**config.mk**
```make
export PLATFORM = sky130hd
export DESIGN_NAME = div128_cell
export DESIGN_NICKNAME = d
export VERILOG_FILES = /design/src/sv/div128_pkg.sv /design/src/sv/div128_cell.sv
export SDC_FILE = /design/constraint.sdc
export NUM_CORES = 1
export LEC_CHECK = 0
export BUFFER_PORTS_ARGS = -buffer_cell sky130_fd_sc_hd__buf_2
export CAP_MARGIN = 25
export CORE_MARGIN = 5
export CORE_UTILIZATION = 29
export CTS_CLUSTER_SIZE = 14
export DETAILED_ROUTE_END_ITERATION = 12
export SLEW_MARGIN = 20
export SYNTH_ARGS = -nofsm -noshare
export SYNTH_HDL_FRONTEND = slang
export SYNTH_SLANG_ARGS = --single-unit
```
**constraint.sdc**
```tcl
create_clock -name clock -period 11.6 [get_ports clock]
set_input_delay 2.32 -clock clock [delete_from_list [all_inputs] [get_ports clock]]
set_output_delay 2.32 -clock clock [all_outputs]
set_load 0.02 [all_outputs]
```
**src/sv/div128_pkg.sv**
```systemverilog
// Shared widths and the word type handed from cell to cell of the divider chain.
package div128_pkg;

   localparam int HalfWidth = 64;

   typedef logic [HalfWidth-1:0] div128_half_type;

   // rem: partial remainder; lq: unused dividend bits above, quotient bits below
   typedef struct packed {
      div128_half_type rem;
      div128_half_type lq;
      div128_half_type divisor;
      logic            err;
   } div128_word_type;

endpackage

```
**src/sv/div128_cell.sv**
```systemverilog
// One restoring shift-and-subtract step with its own word register and handshake.
module div128_cell
   import div128_pkg::*;
(
   input  logic            clock,
   input  logic            reset,
   input  logic            in_valid,
   output logic            in_ready,
   input  div128_word_type in_word,
   output logic            out_valid,
   input  logic            out_ready,
   output div128_word_type out_word
);

   logic            valid_ff;
   logic            valid_in;
   div128_word_type word_ff;
   div128_word_type word_in;
   div128_half_type shifted;
   logic [HalfWidth:0] diff;
   logic            take;

   assign in_ready = !valid_ff || out_ready;
   assign valid_in = in_ready ? in_valid : valid_ff;

   always_comb begin
      shifted = {in_word.rem[HalfWidth-2:0], in_word.lq[HalfWidth-1]};
      diff    = {1'b0, shifted} - {1'b0, in_word.divisor};
      // a bit carried out of the top always exceeds the divisor
      take    = in_word.rem[HalfWidth-1] || !diff[HalfWidth];
      word_in         = in_word;
      word_in.rem     = take ? diff[HalfWidth-1:0] : shifted;
      word_in.lq      = {in_word.lq[HalfWidth-2:0], take};
   end

   always_ff @(posedge clock) begin
      if (reset) begin
         valid_ff <= 1'b0;
      end else begin
         valid_ff <= valid_in;
      end
   end

   always_ff @(posedge clock) begin
      if (in_ready && in_valid) begin
         word_ff <= word_in;
      end
   end

   assign out_valid = valid_ff;
   assign out_word  = word_ff;

   // a word that passed the range check keeps its remainder below the divisor
   a_rem_below: assert property (@(posedge clock) disable iff (reset)
      valid_ff && !word_ff.err |-> word_ff.rem < word_ff.divisor)
      else $error("partial remainder not below divisor");

   a_hold: assert property (@(posedge clock) disable iff (reset)
      valid_ff && !out_ready |=> valid_ff && $stable(word_ff))
      else $error("stalled word lost or changed");

   a_carry_flags: assert property (@(posedge clock) disable iff (reset)
      in_valid && in_ready |=> word_ff.err == $past(in_word.err)
                               && word_ff.divisor == $past(in_word.divisor))
      else $error("error flag or divisor not carried");

endmodule

```
### Word level (Yosys, flattened, before mapping)

Cells that the tools add are included.

* bits of input ports: 197
* output and inout port bits: 195
* flip-flop bits (word level): 194
* word-level logic and storage cells: 12

* $add $sub $neg: 1
* reduce and logical (&&, ||, !) cells: 5
* mux-type cells: 1

Operator list (number)
* 64-bit by 64-bit subtractor with 65-bit output: 1
* 64-bit two-way mux: 1
* 1-bit logical NOT: 2
* 1-bit logical OR: 2
* 1-bit logical AND: 1

### Logic depth before layout (Yosys ltp)

Gate-level depths: netlist of run 1.

* depth in word-level cells: 4
* gate-level depth with buffers: 15
* gate-level depth less buffers: 13

### Least setup slack after synthesis of run 1

OpenSTA, ideal clock, no wires.

* kind: input to register
* from: in out_ready
* to: reg word_ff (netlist bit out_word[0]) (enable)
* library setup time: 576 ps
* arrival time: 7019 ps
* required time: 11024 ps
* cell stages on the path: 2
* path slack: 4005 ps
* buffers on the path: 0
* path through: nand2b_1 and2_1

* word-level cells in the longest chain between the ends: 2

Ends and longest elaborated chain
* from (decl): RTL line div128_cell.sv:11 `input logic out_ready,`
* 1-bit logical OR: RTL line div128_cell.sv:23 `assign in_ready = !valid_ff || out_ready;`
* 1-bit logical AND: RTL line div128_cell.sv:45 `if (in_ready && in_valid) begin`
* to (signal assigned): RTL line div128_cell.sv:46 `word_ff <= word_in;`
* to (decl): RTL line div128_cell.sv:17 `div128_word_type word_ff;`

Every way passes these cells.
A chain may end at the register's enable or synchronous reset.

==> impl_metrics.env, run 1 <==
export IMPL_multi_input_comb_area_mm2=0.00448
export IMPL_ys_async_sr_fraction=0
export IMPL_busiest_layer="met2"
export IMPL_powerDensity_mw_per_mm2=144
export IMPL_ff2ff_path_depth=3
export IMPL_clock_sinks=194
export IMPL_synth_area_mm2=0.0108
export IMPL_io_pins=392
export IMPL_start_util=0.295
export IMPL_max_freq_ghz=0.171
export IMPL_hold_path_class="reg -> reg"
export IMPL_track_usage=0.165
export IMPL_timing_setup_tns_ps=0
export IMPL_finalCriticalPeriod_ps=5860
export IMPL_finClkSkew_ps=8.52
export IMPL_drc_errors=0
export IMPL_synthMuxAreaShare=0
export IMPL_required_ps=11810
export IMPL_critPathArrivalTime_ps=6070
export IMPL_cts_root_buf="clkbuf_16"
export IMPL_synth_edff_count=193
export IMPL_synthToLayoutAreaGrowth_pct=27.5
export IMPL_synth_top_family_by_area="compound AO/OA/AOI/OAI gates"
export IMPL_peakVddDrop_uv=104
export IMPL_avgSynthCellArea_um2=10.8
export IMPL_die_y_um=203
export IMPL_post_cts_buffers=0
export IMPL_design_area_mm2=0.0138
export IMPL_cp_max_fo=56
export IMPL_worstMarginPinSlew_ps=920
export IMPL_wl_mm=35.4
export IMPL_ys_seq_area_frac=0.538
export IMPL_hold_buffers=0
export IMPL_critical_path_class="in -> reg"
export IMPL_use_met1=0.205
export IMPL_grt_ovfl_total=0
export IMPL_antenna_found_initial=11
export IMPL_cts_tree="yes"
export IMPL_yosys_warnings=0
export IMPL_seqCellArea_mm2=0.00582
export IMPL_start_kind="primary input"
export IMPL_synthXorXnorAreaFrac=0.0429
export IMPL_setup_viol=0
export IMPL_reg2reg_slack_ps=9140
export IMPL_nFillCells=3665
export IMPL_core_area_mm2=0.0367
export IMPL_postSynthNetCount=1267
export IMPL_r2r_start="out_valid"
export IMPL_rows=70
export IMPL_outcome="finished, final reports clean"
export IMPL_vias_per_cell=4.88
export IMPL_io_buffer_count=391
export IMPL_synthFlopType="edfxtp_1"
export IMPL_layout_nets=1639
export IMPL_cts_made_buffers=17
export IMPL_grt_pass1_vias=9145
export IMPL_placed_area_mm2=0.0132
export IMPL_postRouteAntennaNets=0
export IMPL_dp_hpwl_mm=28.3
export IMPL_grt_max_degree=69
export IMPL_cts_resized=0
export IMPL_ys_ff_latch=194
export IMPL_synth_cell_types=72
export IMPL_hold_viol_final=0
export IMPL_grt_util_met3=0.0503
export IMPL_holdCritStartpoint="out_valid"
export IMPL_post_route_period_util=0.505
export IMPL_power_leakage_nw=6.10
export IMPL_wl_per_cell_um=19.0
export IMPL_clkSlewWorstSetupHoldPaths_ps=90
export IMPL_drive_gt1_frac=0.322
export IMPL_firstDrtPassIters=5
export IMPL_crit_path_start="in_word[128]"
export IMPL_dieWidth_um=203
export IMPL_synthCells=1005
export IMPL_grt_pass1_wl_mm=52.8
export IMPL_insertion_delay_ps=450
export IMPL_slew_limit_headroom=0.387
export IMPL_gp_congestion=0.860
export IMPL_endpoint_kind="flop"
export IMPL_post_route_util=0.376
export IMPL_global_route_usage_met2=0.281
export IMPL_dieArea_mm2=0.0412
export IMPL_cts_htree_levels=4
export IMPL_drtIter0Drc=575
export IMPL_cap_violations=0
export IMPL_synth_simple_area_share=0.119
export IMPL_slew_violations=0
export IMPL_num_vias=9082
export IMPL_clk_path_buf_depth=2
export IMPL_rsz0062_at_grt="no"
export IMPL_synth_compound_area_frac=0.176
export IMPL_r2r_end="out_word[182]"
export IMPL_cp_endpoint="out_word[192]"
export IMPL_synthAdderAreaFrac=0.0759
[Yosys cell counts (3+ instances only)]
library cell  instances  area share
edfxtp_1            193        0.54
a21oi_1             118       0.055
nor2_1              100       0.035
inv_1                81       0.028
nand2_1              74       0.026
ha_1                 64       0.074
o21ai_0              52       0.024
a21o_1               34       0.024
xor2_1               28       0.023
xnor2_1              25       0.020
nand4_1              22       0.013
clkbuf_1             21      0.0073
o21a_1               14      0.0097
buf_2                13      0.0060
nand3_1              13      0.0060
nor3_1               12      0.0056
a211oi_1             10      0.0069
nand2b_1              9      0.0052
o21bai_1              9      0.0062
a31oi_1               7      0.0040
o211ai_1              7      0.0049
and2_1                6      0.0035
and3_1                6      0.0035
o31ai_1               6      0.0042
nor2b_1               5      0.0029
a221o_1               4      0.0037
a221oi_1              4      0.0032
nor4_1                4      0.0023
o211a_1               4      0.0037
or3_1                 4      0.0023
and4_1                3      0.0024
buf_4                 3      0.0021
buf_6                 3      0.0031
[cell usage in the layout (no fill, tap or decap), types with 13 or more instances in the layout]
cell,count
o21a_1,14
clkbuf_16,17
a21oi_1,118
ha_1,64
xnor2_1,25
xor2_1,28
nand3_1,13
inv_1,81
o21ai_0,52
nand4_1,22
a21o_1,34
nor2_1,100
nand2_1,74
edfxtp_1,193
buf_2,391
[routing by layer]
layer	vias to the layer above	share of wire	routed length, µm
met1	4256	0.43	15100
met3	37	0.077	2720
met5	-	0.0025	89
met2	329	0.48	17100
li1	4446	-	-
met4	14	0.011	394
[kinds of logic (layout without fill, tap and decap cells)]
family,after synthesis,count (layout)
AOI/OAI and AO/OA,299,299
other,0,3
adders and majority gates,65,65
buffers and inverters,124,509
and+or+nand+nor,270,270
xor gates and xnor gates,53,53
DFF,194,194
[area by class of cell]
cell class,count,share of cell area
antenna,3,0.000545
inverter,82,0.0224
sequential,194,0.422
multi-input combinational,687,0.325
timing repair buffer,395,0.144
clock buffer,18,0.0319
clock inverter,14,0.0121
tap,468,0.0425
[report_power, final]
| group | internal [mW] | switching [mW] | leakage (nW) |
|---|---|---|---|
| combinational | 0.179 | 0.329 | 3.94 |
| clock | 0.315 | 0.304 | 0.296 |
| sequential | 0.850 | 0.0141 | 1.87 |
| total | 1.34 | 0.647 | 6.10 |
[state kept, by name, indices dropped and copies added, names as in the netlist]
signal     flops
out_valid      1
out_word     193
[per-stage QoR]
stage / instances / hold slack (ps) / power (mW) / setup slack (ps)
2_1_floorplan: 1005 / 729 / 1.22 / 4000
3_3_place_gp: 1826 / 522 / 1.39 / 5270
3_5_place_dp: 1826 / 547 / 1.39 / 5220
4_1_cts: 1858 / 558 / 2.02 / 5700
5_1_grt: 1861 / 600 / 2.10 / 5400
6_report: 1861 / 561 / 1.99 / 5740
[critical path: stages]
cell and delay (ps):
buf_2 90, inv_1 40, ha_1 200, fa_1 420, nand2b_1 190, a21o_1 210, a31o_2 250, a21oi_1 270
a21oi_1 230, o2111ai_2 290, nand2_1 120, clkinv_2 420, buf_4 580, o2111a_1 290, a211oi_1 50
[how the worst min path moves through the flow]
stage                           end  slack [ps]  cells after the start
after global placement    out_valid         520                      2
after floorplan           out_valid         730                      2
after detailed placement  out_valid         550                      2
final                     out_valid         560                      2
after CTS                 out_valid         560                      2
after global routing      out_valid         600                      2
Power figures use the tool's default switching activity.
==> run 2: changes to the inputs <==
Clock period 11.6 ns to 6.1 ns, I/O delays scaled along.
==> impl_metrics.env, run 2 (synthesis gave the netlist of run 1 again) <==
export IMPL_worstMarginPinSlew_ps=1080
export IMPL_rows=70
export IMPL_cts_root_buf="clkbuf_16"
export IMPL_clkSlewWorstSetupHoldPaths_ps=80
export IMPL_pwr_share_seq=0.435
export IMPL_reg2reg_slack_ps=4240
export IMPL_post_route_period_util=0.741
export IMPL_nFillCells=3688
export IMPL_required_ps=6310
export IMPL_slew_violations=0
export IMPL_firstDrtPassIters=5
export IMPL_gp_congestion=0.865
export IMPL_layout_nets=1638
export IMPL_p_int_mw=2.54
export IMPL_finalCriticalPeriod_ps=4520
export IMPL_clock_sinks=194
export IMPL_post_cts_buffers=0
export IMPL_antenna_found_initial=9
export IMPL_insertion_delay_ps=450
export IMPL_powerDensity_mw_per_mm2=274
export IMPL_drtIter0Drc=519
export IMPL_hold_viol_final=0
export IMPL_timing_setup_tns_ps=0
export IMPL_r2r_end="out_word[47]"
export IMPL_drive_gt1_frac=0.321
export IMPL_dp_hpwl_mm=28.4
export IMPL_cp_cell_sequence="buf_2 > inv_1 > ha_1 > a211oi_1 > o21ai_0 > a21bo_2 > a21o_1 > a21oi_1 > o2111ai_2 > nand2_1 > clkinv_2 > buf_12 > a31o_1"
export IMPL_final_cell_mix="buf_2, edfxtp_1, a21oi_1, nor2_1, inv_1"
export IMPL_cts_resized=0
export IMPL_grt_pass1_vias=9293
export IMPL_largest_reg_flops=193
export IMPL_finClkSkew_ps=8.43
export IMPL_setup_viol=0
export IMPL_slowest_delay_ps=690
export IMPL_outcome="finished, final reports clean"
export IMPL_design_area_mm2=0.0138
export IMPL_fin_ws_ps=1580
export IMPL_peakVddDrop_uv=196
export IMPL_vias_per_cell=4.93
export IMPL_multi_input_comb_area_mm2=0.00448
export IMPL_cp_max_fo=61
export IMPL_placed_area_mm2=0.0132
export IMPL_p_sw_frac=0.326
export IMPL_clock_power_share=0.307
export IMPL_critPathSlowestCell="clkinv_2"
export IMPL_start_util=0.295
export IMPL_cts_tree="yes"
export IMPL_power_leakage_nw=6.10
export IMPL_p_sw_mw=1.23
export IMPL_hold_path_class="reg -> reg"
export IMPL_wl_mm=35.6
export IMPL_rsz0062_at_grt="no"
export IMPL_core_area_mm2=0.0367
export IMPL_cp_endpoint="out_word[168]"
export IMPL_cts_made_buffers=17
export IMPL_ff2ff_path_depth=3
export IMPL_grt_pass1_wl_mm=53.5
export IMPL_start_kind="primary input"
export IMPL_drc_errors=0
export IMPL_postRouteAntennaNets=0
export IMPL_dieWidth_um=203
export IMPL_seqCellArea_mm2=0.00582
export IMPL_max_freq_ghz=0.221
export IMPL_dieArea_mm2=0.0412
export IMPL_io_pins=392
export IMPL_clk_path_buf_depth=2
export IMPL_layout_commonest_cell="buf_2"
export IMPL_share_comb_of_total_power=0.258
export IMPL_endpoint_kind="flop"
export IMPL_cap_violations=0
export IMPL_synthToLayoutAreaGrowth_pct=27.6
export IMPL_slew_limit_headroom=0.282
export IMPL_wl_per_cell_um=19.2
export IMPL_post_route_util=0.376
export IMPL_crit_path_start="in_word[18]"
export IMPL_hold_buffers=0
export IMPL_r2r_start="out_valid"
export IMPL_io_buffer_count=391
export IMPL_die_y_um=203
export IMPL_grt_ovfl_total=0
export IMPL_cts_htree_levels=4
export IMPL_critical_path_class="in -> reg"
export IMPL_critPathArrivalTime_ps=4730
export IMPL_dpl_worst_slack_ps=1020
export IMPL_num_vias=9171
export IMPL_grt_max_degree=194
export IMPL_track_usage=0.166
==> run 2: power by group through the flow <==
stage	Clock, mW	Combinational [mW]	Sequential [mW]
6_report	1.16	0.973	1.64
5_1_grt	1.27	1.07	1.66
4_1_cts	1.20	0.981	1.65
3_5_place_dp	0	0.976	1.68
3_3_place_gp	0	0.971	1.67
2_1_floorplan	0	0.489	1.83
==> run 2: layer usage <==
metal | GRT usage | up-vias | wire [µm]
met5 | 0 | - | 93
met4 | 0.0388 | 14 | 546
met3 | 0.0490 | 44 | 2700
met2 | 0.286 | 342 | 17000
met1 | 0.208 | 4330 | 15300
li1 | - | 4441 | -
==> run 2: worst min path at each step <==
stage	start	to	slack, ps	depth (start not counted)
5_1_grt	out_valid	out_valid	600	2
6_report	out_valid	out_valid	560	2
3_5_place_dp	out_valid	out_valid	540	2
4_1_cts	out_valid	out_valid	550	2
3_3_place_gp	out_valid	out_valid	530	2
2_1_floorplan	out_valid	out_valid	730	2
==> run 2: layout make-up <==
type	instances	area share
repair buffers	394	0.145
clock buffers	17	0.0308
clock inverters	15	0.0122
diodes	3	0.000544
inverters	82	0.0224
multi-input cells	687	0.325
well taps	468	0.0425
flip-flops and latches	194	0.422
==> run 2: per-stage QoR <==
| step | instances | hold WS (ps) | total power [mW] |
|---|---|---|---|
| final | 1860 | 555 | 3.78 |
| after global routing | 1857 | 597 | 3.99 |
| after CTS | 1857 | 551 | 3.83 |
| after detailed placement | 1825 | 540 | 2.65 |
| after global placement | 1825 | 531 | 2.65 |
| after floorplan | 1005 | 729 | 2.31 |
==> run 2: worst max-delay path, delay by kind of cell <==
| kind | cells | cell delay, ps |
|---|---|---|
| AOI/OAI and AO/OA | 7 | 1640 |
| buffers and inverters | 4 | 1280 |
| adders and majority gates | 1 | 380 |
| and+or+nand+nor | 1 | 150 |
